**src/rtl/integer_matrix_multiply_top_defines.svh**
```systemverilog
// Assertion macros for the integer matrix multiply block.
// Used by integer_matrix_multiply_top.sv; expects clk and rst_n in scope.
`ifndef INTEGER_MATRIX_MULTIPLY_TOP_DEFINES_SVH
`define INTEGER_MATRIX_MULTIPLY_TOP_DEFINES_SVH

// antecedent implies consequent in the same cycle
`define IMM_ASSERT_IMPLY(lbl, ante, cons, msg) \
    lbl: assert property (@(posedge clk) disable iff (!rst_n) (ante) |-> (cons)) \
        else $error(msg);

// condition never holds
`define IMM_ASSERT_NEVER(lbl, cond, msg) \
    lbl: assert property (@(posedge clk) disable iff (!rst_n) !(cond)) \
        else $error(msg);

`endif

```
**src/rtl/imm_pkg.sv**
```systemverilog
// Shared types, constants and helpers of the integer matrix multiply block.
// No dependencies; used by imm_mac and integer_matrix_multiply_top.
`timescale 1ns / 1ps
`default_nettype none

package imm_pkg;

    localparam int MAX_DIM_DEF    = 8;
    localparam int DATA_WIDTH_DEF = 32;

    localparam int CFG_W      = 4;
    localparam int CFG_ADDR_W = 2;
    localparam int IDX_FLD_W  = 3;
    localparam int VAL_FLD_W  = 32;
    localparam int TDATA_W    = 40;

    typedef enum logic [1:0] {
        FUNC_LOAD_A = 2'd0,
        FUNC_LOAD_B = 2'd1,
        FUNC_START  = 2'd2
    } func_t;

    typedef enum logic [CFG_ADDR_W-1:0] {
        REG_ROWS_A  = 2'd0,
        REG_INNER_A = 2'd1,
        REG_ROWS_B  = 2'd2,
        REG_COLS_B  = 2'd3
    } cfg_reg_t;

    typedef enum logic [1:0] {
        ST_IDLE,
        ST_START,
        ST_ISSUE,
        ST_DRAIN
    } state_t;

    typedef struct packed {
        logic valid;
        logic first;
        logic last_k;
    } mac_ctl_t;

    function automatic logic [CFG_W-1:0] dim_clamp(input logic [CFG_W-1:0] v,
                                                   input logic [CFG_W-1:0] max_dim);
        logic [CFG_W-1:0] r;
        r = v;
        if (v == '0)
        begin
            r = CFG_W'(1);
        end
        else if (v > max_dim)
        begin
            r = max_dim;
        end
        return r;
    endfunction

endpackage

`default_nettype wire

```
**src/rtl/imm_ram.sv**
```systemverilog
// Generic single-write, single-read synchronous RAM with registered read data.
// No dependencies.
`timescale 1ns / 1ps
`default_nettype none

module imm_ram #(
    parameter int WIDTH = 32,
    parameter int DEPTH = 64,
    localparam int AW = (DEPTH > 1) ? $clog2(DEPTH) : 1
) (
    input  wire logic             clk,
    input  wire logic             we,
    input  wire logic [AW-1:0]    waddr,
    input  wire logic [WIDTH-1:0] wdata,
    input  wire logic             re,
    input  wire logic [AW-1:0]    raddr,
    output logic      [WIDTH-1:0] rdata
);

    logic [WIDTH-1:0] mem [DEPTH];

    always_ff @(posedge clk)
    begin
        if (we)
        begin
            mem[waddr] <= wdata;
        end
        if (re)
        begin
            rdata <= mem[raddr];
        end
    end

endmodule

`default_nettype wire

```
**src/rtl/imm_mac.sv**
```systemverilog
// Multiply-accumulate pipeline: aligns control with RAM read data, registers
// the product, then adds into the accumulator. Depends on imm_pkg.
`timescale 1ns / 1ps
`default_nettype none

module imm_mac #(
    parameter int DATA_WIDTH = imm_pkg::DATA_WIDTH_DEF
) (
    input  wire logic                  clk,
    input  wire logic                  rst_n,
    input  wire imm_pkg::mac_ctl_t     ctl_in,
    input  wire logic [DATA_WIDTH-1:0] a_data,
    input  wire logic [DATA_WIDTH-1:0] b_data,
    output logic                       busy,
    output logic                       done,
    output logic      [DATA_WIDTH-1:0] sum
);

    imm_pkg::mac_ctl_t     s1_reg;
    imm_pkg::mac_ctl_t     s2_reg;
    logic [DATA_WIDTH-1:0] mul_reg;
    logic [DATA_WIDTH-1:0] mul_next;
    logic [DATA_WIDTH-1:0] acc_reg;
    logic [DATA_WIDTH-1:0] acc_next;

    always_comb
    begin
        mul_next = a_data * b_data;
        acc_next = (s2_reg.first ? '0 : acc_reg) + mul_reg;
    end

    always_ff @(posedge clk or negedge rst_n)
    begin
        if (!rst_n)
        begin
            s1_reg  <= '0;
            s2_reg  <= '0;
            acc_reg <= '0;
        end
        else
        begin
            s1_reg <= ctl_in;
            s2_reg <= s1_reg;
            if (s2_reg.valid)
            begin
                acc_reg <= acc_next;
            end
        end
    end

    always_ff @(posedge clk)
    begin
        mul_reg <= mul_next;
    end

    assign busy = s1_reg.valid || s2_reg.valid;
    assign done = s2_reg.valid && s2_reg.last_k;
    assign sum  = acc_next;

endmodule

`default_nettype wire

```
**src/rtl/integer_matrix_multiply_top.sv**
```systemverilog
// Channel   Dir  Handshake          Payload
// s_*       in   s_tvalid/s_tready  tuser: func; tdata: row_in, col_in, elem_value
// m_*       out  m_tvalid/m_tready  tuser: dims_mismatch; tlast: last;
//                                   tdata: row_out, col_out, product_value
// cfg_*     in   cfg_we             cfg_addr: register index; cfg_wdata: value
//
// Load beat: written straight into the A or B store.
// Start beat: a dimension check, then for each product element one store read
// per inner step, the product register and the accumulate.
// Reset clears control only; the stores need no clearing pass.
// A stalled result holds the start of the next element; loads are accepted only while idle.
// Depends on imm_pkg, imm_ram, imm_mac and integer_matrix_multiply_top_defines.svh.
`timescale 1ns / 1ps
`default_nettype none
`include "integer_matrix_multiply_top_defines.svh"

module integer_matrix_multiply_top #(
    parameter int MAX_DIM    = imm_pkg::MAX_DIM_DEF,
    parameter int DATA_WIDTH = imm_pkg::DATA_WIDTH_DEF
) (
    input  wire logic                               clk,
    input  wire logic                               rst_n,
    input  wire logic                               s_tvalid,
    output logic                                    s_tready,
    input  wire logic [imm_pkg::TDATA_W-1:0]        s_tdata,   // row_in, col_in, elem_value, pad
    input  wire logic [1:0]                         s_tuser,   // func
    output logic                                    m_tvalid,
    input  wire logic                               m_tready,
    output logic      [imm_pkg::TDATA_W-1:0]        m_tdata,   // row_out, col_out, product_value, pad
    output logic                                    m_tlast,
    output logic                                    m_tuser,   // dims_mismatch
    input  wire logic                               cfg_we,
    input  wire logic [imm_pkg::CFG_ADDR_W-1:0]     cfg_addr,
    input  wire logic [imm_pkg::CFG_W-1:0]          cfg_wdata
);

    localparam int DEPTH  = MAX_DIM * MAX_DIM;
    localparam int ADDR_W = (DEPTH > 1) ? $clog2(DEPTH) : 1;
    localparam int IDX_W  = (MAX_DIM > 1) ? $clog2(MAX_DIM) : 1;
    localparam int CW     = imm_pkg::CFG_W;
    localparam int FW     = imm_pkg::IDX_FLD_W;
    localparam int VW     = imm_pkg::VAL_FLD_W;
    localparam logic [ADDR_W-1:0] DIM_A = ADDR_W'(MAX_DIM);
    localparam logic [CW-1:0]     DIM_C = CW'(MAX_DIM);

    imm_pkg::state_t       state_reg;
    imm_pkg::state_t       state_next;
    logic [IDX_W-1:0]      row_reg, row_next;
    logic [IDX_W-1:0]      col_reg, col_next;
    logic [IDX_W-1:0]      k_reg, k_next;

    logic [CW-1:0]         rows_a_reg, inner_a_reg, rows_b_reg, cols_b_reg;
    logic [CW-1:0]         dim_m, dim_n, dim_p, dim_q;

    logic                  out_valid_reg;
    logic [FW-1:0]         out_row_reg;
    logic [FW-1:0]         out_col_reg;
    logic [DATA_WIDTH-1:0] out_val_reg;
    logic                  out_last_reg;
    logic                  out_mism_reg;

    logic                  in_fire;
    logic                  out_free;
    imm_pkg::func_t        func;
    logic [FW-1:0]         row_in, col_in;
    logic [VW-1:0]         elem_value;
    logic                  load_ok;
    logic                  we_a, we_b;
    logic [ADDR_W-1:0]     waddr;
    logic [ADDR_W-1:0]     raddr_a, raddr_b;
    logic [DATA_WIDTH-1:0] rd_a, rd_b;

    logic                  row_end, col_end, k_end;
    logic                  issue;
    logic                  mism_load;
    imm_pkg::mac_ctl_t     mac_ctl;
    logic                  mac_busy;
    logic                  mac_done;
    logic [DATA_WIDTH-1:0] mac_sum;
    logic [VW-1:0]         product_value;

    // input beat fields
    assign func       = imm_pkg::func_t'(s_tuser);
    assign row_in     = s_tdata[FW-1:0];
    assign col_in     = s_tdata[2*FW-1:FW];
    assign elem_value = s_tdata[2*FW+VW-1:2*FW];

    assign dim_m = imm_pkg::dim_clamp(rows_a_reg, DIM_C);
    assign dim_n = imm_pkg::dim_clamp(inner_a_reg, DIM_C);
    assign dim_p = imm_pkg::dim_clamp(rows_b_reg, DIM_C);
    assign dim_q = imm_pkg::dim_clamp(cols_b_reg, DIM_C);

    assign row_end = (CW'(row_reg) == dim_m - CW'(1));
    assign col_end = (CW'(col_reg) == dim_q - CW'(1));
    assign k_end   = (CW'(k_reg) == dim_n - CW'(1));

    assign s_tready = (state_reg == imm_pkg::ST_IDLE);
    assign in_fire  = s_tvalid && s_tready;
    assign out_free = !out_valid_reg || m_tready;

    // load decode
    assign load_ok = ({1'b0, row_in} < (FW+1)'(MAX_DIM)) && ({1'b0, col_in} < (FW+1)'(MAX_DIM));
    assign waddr   = ADDR_W'(row_in) * DIM_A + ADDR_W'(col_in);

    always_comb
    begin
        we_a = 1'b0;
        we_b = 1'b0;
        unique case (func)
            imm_pkg::FUNC_LOAD_A: we_a = in_fire && load_ok;
            imm_pkg::FUNC_LOAD_B: we_b = in_fire && load_ok;
            default: ;
        endcase
    end

    assign raddr_a = ADDR_W'(row_reg) * DIM_A + ADDR_W'(k_reg);
    assign raddr_b = ADDR_W'(k_reg) * DIM_A + ADDR_W'(col_reg);

    imm_ram #(
        .WIDTH (DATA_WIDTH),
        .DEPTH (DEPTH)
    ) u_store_a (
        .clk   (clk),
        .we    (we_a),
        .waddr (waddr),
        .wdata (elem_value[DATA_WIDTH-1:0]),
        .re    (issue),
        .raddr (raddr_a),
        .rdata (rd_a)
    );

    imm_ram #(
        .WIDTH (DATA_WIDTH),
        .DEPTH (DEPTH)
    ) u_store_b (
        .clk   (clk),
        .we    (we_b),
        .waddr (waddr),
        .wdata (elem_value[DATA_WIDTH-1:0]),
        .re    (issue),
        .raddr (raddr_b),
        .rdata (rd_b)
    );

    assign mac_ctl.valid  = issue;
    assign mac_ctl.first  = (k_reg == '0);
    assign mac_ctl.last_k = k_end;

    imm_mac #(
        .DATA_WIDTH (DATA_WIDTH)
    ) u_mac (
        .clk    (clk),
        .rst_n  (rst_n),
        .ctl_in (mac_ctl),
        .a_data (rd_a),
        .b_data (rd_b),
        .busy   (mac_busy),
        .done   (mac_done),
        .sum    (mac_sum)
    );

    // sequencer
    always_comb
    begin
        state_next = state_reg;
        row_next   = row_reg;
        col_next   = col_reg;
        k_next     = k_reg;
        issue      = 1'b0;
        mism_load  = 1'b0;
        unique case (state_reg)
            imm_pkg::ST_IDLE:
            begin
                if (in_fire && (func == imm_pkg::FUNC_START))
                begin
                    state_next = imm_pkg::ST_START;
                end
            end
            imm_pkg::ST_START:
            begin
                if (out_free)
                begin
                    if (dim_n != dim_p)
                    begin
                        mism_load  = 1'b1;
                        state_next = imm_pkg::ST_IDLE;
                    end
                    else
                    begin
                        row_next   = '0;
                        col_next   = '0;
                        k_next     = '0;
                        state_next = imm_pkg::ST_ISSUE;
                    end
                end
            end
            imm_pkg::ST_ISSUE:
            begin
                issue = 1'b1;
                if (k_end)
                begin
                    k_next     = '0;
                    state_next = imm_pkg::ST_DRAIN;
                end
                else
                begin
                    k_next = k_reg + 1'b1;
                end
            end
            imm_pkg::ST_DRAIN:
            begin
                if (!mac_busy)
                begin
                    if (row_end && col_end)
                    begin
                        state_next = imm_pkg::ST_IDLE;
                    end
                    else if (out_free)
                    begin
                        if (col_end)
                        begin
                            col_next = '0;
                            row_next = row_reg + 1'b1;
                        end
                        else
                        begin
                            col_next = col_reg + 1'b1;
                        end
                        state_next = imm_pkg::ST_ISSUE;
                    end
                end
            end
            default: state_next = imm_pkg::ST_IDLE;
        endcase
    end

    always_ff @(posedge clk or negedge rst_n)
    begin
        if (!rst_n)
        begin
            state_reg <= imm_pkg::ST_IDLE;
            row_reg   <= '0;
            col_reg   <= '0;
            k_reg     <= '0;
        end
        else
        begin
            state_reg <= state_next;
            row_reg   <= row_next;
            col_reg   <= col_next;
            k_reg     <= k_next;
        end
    end

    // configuration registers
    always_ff @(posedge clk or negedge rst_n)
    begin
        if (!rst_n)
        begin
            rows_a_reg  <= CW'(1);
            inner_a_reg <= CW'(1);
            rows_b_reg  <= CW'(1);
            cols_b_reg  <= CW'(1);
        end
        else if (cfg_we)
        begin
            unique case (imm_pkg::cfg_reg_t'(cfg_addr))
                imm_pkg::REG_ROWS_A:  rows_a_reg  <= cfg_wdata;
                imm_pkg::REG_INNER_A: inner_a_reg <= cfg_wdata;
                imm_pkg::REG_ROWS_B:  rows_b_reg  <= cfg_wdata;
                imm_pkg::REG_COLS_B:  cols_b_reg  <= cfg_wdata;
                default: ;
            endcase
        end
    end

    // output register
    always_ff @(posedge clk or negedge rst_n)
    begin
        if (!rst_n)
        begin
            out_valid_reg <= 1'b0;
        end
        else if (mac_done || mism_load)
        begin
            out_valid_reg <= 1'b1;
        end
        else if (m_tready)
        begin
            out_valid_reg <= 1'b0;
        end
    end

    always_ff @(posedge clk)
    begin
        if (mac_done)
        begin
            out_row_reg  <= FW'(row_reg);
            out_col_reg  <= FW'(col_reg);
            out_val_reg  <= mac_sum;
            out_last_reg <= row_end && col_end;
            out_mism_reg <= 1'b0;
        end
        else if (mism_load)
        begin
            out_row_reg  <= '0;
            out_col_reg  <= '0;
            out_val_reg  <= '0;
            out_last_reg <= 1'b1;
            out_mism_reg <= 1'b1;
        end
    end

    assign product_value = VW'(signed'(out_val_reg));
    assign m_tvalid      = out_valid_reg;
    assign m_tdata       = {{(imm_pkg::TDATA_W - 2*FW - VW){1'b0}}, product_value,
                            out_col_reg, out_row_reg};
    assign m_tlast       = out_last_reg;
    assign m_tuser       = out_mism_reg;

    `IMM_ASSERT_NEVER(a_no_overwrite, mac_done && out_valid_reg && !m_tready, "result overwritten while held")
    `IMM_ASSERT_NEVER(a_one_source, mac_done && mism_load, "two result sources in one cycle")
    `IMM_ASSERT_IMPLY(a_issue_empty, state_reg == imm_pkg::ST_ISSUE, !out_valid_reg, "output busy while issuing")
    `IMM_ASSERT_IMPLY(a_idle_quiet, s_tready, !mac_busy, "pipeline active while accepting beats")

endmodule

`default_nettype wire
```
**config.mk**
```make
export PLATFORM = sky130hd
export DESIGN_NAME = integer_matrix_multiply_top
export DESIGN_NICKNAME = d
export VERILOG_FILES = /design/src/rtl/imm_pkg.sv /design/src/rtl/imm_ram.sv /design/src/rtl/imm_mac.sv /design/src/rtl/integer_matrix_multiply_top.sv
export VERILOG_INCLUDE_DIRS = /design/src /design/src/rtl
export SDC_FILE = /design/constraint.sdc
export NUM_CORES = 2
export LEC_CHECK = 0
export BUFFER_PORTS_ARGS = -buffer_cell sky130_fd_sc_hd__buf_2
export CAP_MARGIN = 25
export CELL_PAD_IN_SITES_DETAIL_PLACEMENT = 0
export CELL_PAD_IN_SITES_GLOBAL_PLACEMENT = 1
export CORE_UTILIZATION = 56
export CTS_CLUSTER_SIZE = 20
export DETAILED_ROUTE_END_ITERATION = 8
export GPL_TIMING_DRIVEN = 0
export PLACE_DENSITY = 0.84
export SLEW_MARGIN = 10
export SYNTH_ARGS = -nofsm -noshare
export SYNTH_HDL_FRONTEND = slang
export SYNTH_HIERARCHICAL = 1
export SYNTH_SLANG_ARGS = --single-unit
```
**constraint.sdc**
```tcl
create_clock -name clk -period 7.9 [get_ports clk]
set_input_delay 0.395 -clock clk [delete_from_list [all_inputs] [get_ports clk]]
set_output_delay 0.395 -clock clk [all_outputs]
set_load 0.01 [all_outputs]
```
# Word level (Yosys, flattened, before mapping)
# Memories as Yosys holds them, arrays and structs flattened. A register that Yosys moved wholly into a read port is not among the register bits.
# Cells that the tools add are included.
totals:
  regBits: 138
  ram_bits: 4096
  inputBits: 53
  out_inout_bits: 44
  wordCells: 138
  mem_count: 2
memory_table:
  columns: ["name", "depth", "word_bits", "rd", "rd_ports_with_merged_regs", "write_ports", "line", "text"]
  rows:
  - ["u_store_a.mem", 64, 32, 1, 1, 1, "imm_ram.sv:20", "logic [WIDTH-1:0] mem [DEPTH];"]
  - ["u_store_b.mem", 64, 32, 1, 1, 1, "imm_ram.sv:20", null]
classes:
  addsub: 10
  mul: 1
  magnitude_cmp: 4
  n_eq_ne: 21
  mux: 50
  reduce_logical: 28
ops:
  columns: ["cell", "count"]
  rows:
  - ["two-way mux 32 bit", 3]
  - ["two-way mux 3 bit", 14]
  - ["adder 32 bit", 1]
  - ["multiplier 32 x 32 -> 32 bit", 1]
  - ["two-way mux 4 bit", 8]
  - ["adder 6 x 3 -> 6 bit", 3]
  - ["one-hot mux 3 bit (2 select lines)", 3]
  - ["> comparator 4 bit, second input constant", 4]
  - ["logical NOT 4 bit", 4]
  - ["two-way mux 1 bit", 14]
  - ["two-way mux 2 bit", 7]
  - ["inequality test 2 bit, second input constant", 7]
  - ["equality test 3 x 4 -> 1 bit", 3]
  - ["subtractor 4 x 1 -> 4 bit, second input constant", 3]
  - ["equality test 2 bit, second input constant", 5]
  - ["adder 3 x 1 -> 3 bit, second input constant", 3]
  - ["one-hot mux 2 bit (4 select lines)", 1]
  - ["AND reduction 2 bit", 4]
  - ["nonzero test 2 bit", 4]
  - ["AND reduction 7 bit", 1]
  - ["equality test 2 x 1 -> 1 bit, second input constant", 3]
  - ["logical NOT 2 bit", 3]
  - ["AND reduction 6 bit", 1]
  - ["AND reduction 5 bit", 1]
  - ["other kinds (8)", 13]

# Longest topological paths before layout
depth:
  word_depth: 10
  mapped_depth: 27
  mapped_depth_nobuf: 25

# Hierarchy
# The synthesis kept the hierarchy.
modules_own_cells:
  columns: ["mod", "instances", "cells_each", "area_per_inst_um2", "seq_area_each_um2"]
  rows:
  - ["imm_ram", 2, 3324, 78835.6, 62459.9]
  - ["imm_mac", 1, 2091, 19369.8, 1591.5]
  - ["integer_matrix_multiply_top", 1, 241, 3111.7, 1896.8]

# Least setup slack after synthesis
# Ideal clock, no wire load.
synth_path:
  kind: "register -> register"
  startpoint: "register u_store_b.rdata[3], read port of u_store_b.mem"
  endpoint: "register u_mac.mul_reg[30]"
  setup_ns: 0.072
  arrival_ns: 6.988
  required_ns: 7.828
  slack_ns: 0.840
  stages_incl_launch_ff: 26
  n_path_buf: 2
  period_less_slack_ns: 7.060
  cell_sequence: "edfxtp_1 -> clkbuf_1 -> clkbuf_1 -> and2_1 -> fa_1 -> inv_1 -> fa_1 -> fa_1 -> fa_1 -> inv_1 -> fa_1 -> inv_1 -> fa_1 -> inv_1 -> fa_1 -> fa_1 -> ha_1 -> a21oi_1 -> nand2_1 -> a221o_1 -> a21oi_1 -> a21boi_0 -> o41ai_1 -> o2111ai_1 -> a21oi_1 -> xnor2_1"
synth_via:
  elab_chain_cells: 1
synth_rtl:
  columns: ["item", "line", "text"]
  rows:
  - ["from (decl)", "imm_ram.sv:17", "output logic [WIDTH-1:0] rdata"]
  - ["multiplier 32 x 32 -> 32 bit", "imm_mac.sv:28", "mul_next = a_data * b_data;"]
  - ["net u_mac.mul_next[30]", "imm_mac.sv:22", "logic [DATA_WIDTH-1:0] mul_next;"]
  - ["to (signal assigned)", "imm_mac.sv:53", "mul_reg <= mul_next;"]
  - ["to (decl)", "imm_mac.sv:21", "logic [DATA_WIDTH-1:0] mul_reg;"]
# The timed path passes the listed nets, and every way through them passes these cells.
# A chain may end at the register's enable or synchronous reset.

# Worst setup path in the final report
layout_path:
  startpoint: "register u_store_a.rdata[2], read port of u_store_a.mem"
  endpoint: "register u_mac.mul_reg[30]"
layout_via:
  elab_chain_cells: 1
layout_rtl:
  columns: ["item", "line"]
  rows:
  - ["from (decl)", "imm_ram.sv:17"]
  - ["multiplier 32 x 32 -> 32 bit", "imm_mac.sv:28"]
  - ["net u_mac.mul_next[30]", "imm_mac.sv:22"]
# The timed path passes the listed nets, and every way through them passes these cells.

==> summary.md <==
| Metric | Value |
|---|---|
| Worst skew pair latency | 1.00 ns |
| Clock transition at the registers of the reported paths | 0.06 ns |
| Tcrit/Tclk final | 0.970 |
| Setup repair after global routing missed its margin | no |
| Mapped cell area | 0.180 mm² |
| Post-layout util | 0.643 |
| Post-synthesis adder-cell area fraction | 0.0566 |
| DPL Wire Length | 352 mm |
| Syn-to-layout area delta | 14.0% |
| Post-synth EDFFs | 4199 |
| Top flop regs | u_store_a/mem: 2048 flops, u_store_b/mem: 2048 flops |
| Drc violations | 0 |
| Final setup vio count | 0 |
| Final cell count without fillers | 14.4k |
| Max Clk Rate | 130 MHz |
| Initial antenna violation count | 38 |
| Largest net degree at the start of global routing | 109 |
| DR pass1 iterations | 9 |
| Crit end category | register |
| Final wirelength | 561 mm |
| All-Layer GR Usage | 0.343 |
| Global-route wire length before repair | 761 mm |
| Post-synthesis xor/xnor area fraction | 0.00617 |
| Share of cells above drive strength 1 | 0.242 |
| Top FF cell, synth | edfxtp_1 |
| CTS Buf Count | 404 |
| Commonest non-fill, non-tap cell in the layout | edfxtp_1 |
| # rows | 207 |
| Die area | 0.324 mm² |
| Largest family of logic cells by synthesized area | multiplexers |
| Final Hold Fails | 0 |
| Top cells by area, synth | edfxtp_1 70%, mux4_2 14%, fa_1 4.5% |
| Starting Density | 0.565 |
| Port Buffers | 87 |
| Via count | 100k |
| Die W | 569 µm |
| Status | completed |
| DP Cell Count | 13.6k |
| Ys Warns | 6 |
| Hold Path Class | in -> reg |
| Routed WL per cell | 38.9 µm |
| Ys async rst share | 0.0154 |
| Slew @ Worst Pin | 1.33 ns |
| Leading cell types in the layout, fill and taps excluded | 4199 x edfxtp_1, 1088 x mux4_2, 415 x inv_1 |
| Critical Path Most Common Cell | fa_1 |
| Max-slew violations | 0 |
| Post-synth top area share | 0.700 |
| NumNets Final | 10.4k |
| I/O pin total | 97 |
| Mux share of post-synthesis cell area | 0.149 |
| Detail Route Antenna Nets | 0 |
| GR Overflow Total | 0 |
| Synth Area per Inst | 20.1 µm² |
| Avg Vias per Cell | 6.96 |
| Crit path launch type | register |
| Die height | 569 µm |
| Core area | 0.319 mm² |
| Max Buffers Root-to-Sink | 4 |
| Clock sinks | 4298 |
| Post-synthesis sequential area ratio | 0.713 |
| CTS tree | yes |
| Slew headroom | 0.115 |
| Vias in the first global route | 99.6k |
| Cell taking the most area after synthesis | edfxtp_1 |
| 1st-iter DRT viols | 16.5k |
| Flops & latches, synth | 4298 |
| Min Tclk post-route | 7.66 ns |
| Worst Setup Path Type | reg -> reg |
| Max Cap Viol | 0 |
| GP Congestion | 0.924 |
| Required @ worst endpoint | 8.77 ns |
| Skew final | 0.0836 ns |
| Crit path max fanout | 10 |
| Post-synthesis compound-gate area fraction | 0.0213 |
| Crit-path slowest cell | fa_1 |
| Arrival @ worst endpoint | 8.53 ns |
| H-tree level count | 5 |
| Synth cell types | 87 |
| Clock root buffer | clkbuf_16 |
| CP peak stage delay | 0.53 ns |
| Simple-Gate Fraction of Synth Area | 0.0328 |
| Synth Instances | 8980 |
-- synthesized netlist by cell type, types with 25 or more instances --
master    instances
edfxtp_1       4199
buf_2           117
nor2_1          307
o22ai_1         171
mux4_2         1088
a21oi_1         173
mux2i_1         188
o221ai_1         54
nor2b_1          72
xnor2_1          99
fa_1            409
mux2_2           47
dfxtp_1          33
nand2_1         336
a22oi_1          25
nand2b_1         25
ha_1            161
nand3_1          26
buf_4            53
clkbuf_1        244
inv_1           416
and2_1          316
buf_1            42
xor2_1           28
dfrtp_1          62
-- worst max-delay path, delay by kind of cell (launching register included) --
family          cells  cell delay (ns)
fa+ha+maj           9             3.81
compound gates      7             1.71
buf+inv             7             1.17
flops               1             0.48
simple gates        2             0.20
xor+xnor            1             0.16
-- kinds of logic (layout without fill, tap and decap cells) --
group	count (synthesis)	count (layout)
compound gates	581	581
xor+xnor	127	127
fa+ha+maj	570	570
buf+inv	884	2017
flops	4298	4298
mux	1324	1324
other cells	1	37
simple gates	1195	1195
-- worst paths after layout --
path / start / to / slack (ns) / cells past startpoint
setup / recovery: u_store_a/rdata[2] / u_mac/mul_reg[30] / 0.24 / 26
hold / removal: s_tdata[29] / u_store_a/mem[34][23] / 0.03 / 1
setup reg to reg: u_store_a/rdata[2] / u_mac/mul_reg[30] / 0.24 / 26
hold reg to reg: u_mac/s1_reg[0] / u_mac/s2_reg[0] / 0.35 / 0
max in group asynchronous: rst_n / col_reg[0] / 6.36 / 4
min in group asynchronous: rst_n / rows_a_reg[0] / 0.52 / 3
-- timing repair --
item / CTS / global route
setup endpoints to repair: 6 / 4
setup buffers: 6 / 27
pin swaps: 0 / 1
resized for setup: 38 / 29
hold buffers: 46 / 0
hold endpoints to repair: 1420 / 0
-- routing by layer --
metal  share of wire  up-vias  track usage
met3            0.15     2093        0.115
met5         0.00062        -      0.00193
met1            0.32    51700        0.428
met4           0.076       32        0.210
met2            0.45     9304        0.522
li1                -    37400            -
-- per-stage QoR --
step                hold WS [ns]  area (µm²)  TNS (ns)  setup WS (ns)
global route              0.0323      205000         0       0.000217
detailed placement         0.278      191000     -3.10         -0.780
floorplan                 0.0994      180000         0          0.840
CTS                      0.00751      205000         0         0.0744
finish                    0.0255      205000         0          0.235
global placement           0.337      186000    -74.72         -0.847
-- area by class of cell --
cell class | count | area (µm²)
well taps | 4284 | 5360
inverters | 416 | 1560
diodes | 35 | 87.6
multi-input cells | 3799 | 49000
clock buffers | 515 | 10600
flip-flops and latches | 4298 | 128000
fillers | 20300 | 114000
repair buffers | 414 | 5890
clock inverters | 212 | 2150
plain buffers | 460 | 2230
Power is left out: the tool's default activity adds up to more than one toggle a clock period on the data nets, which glitch-free logic cannot reach.
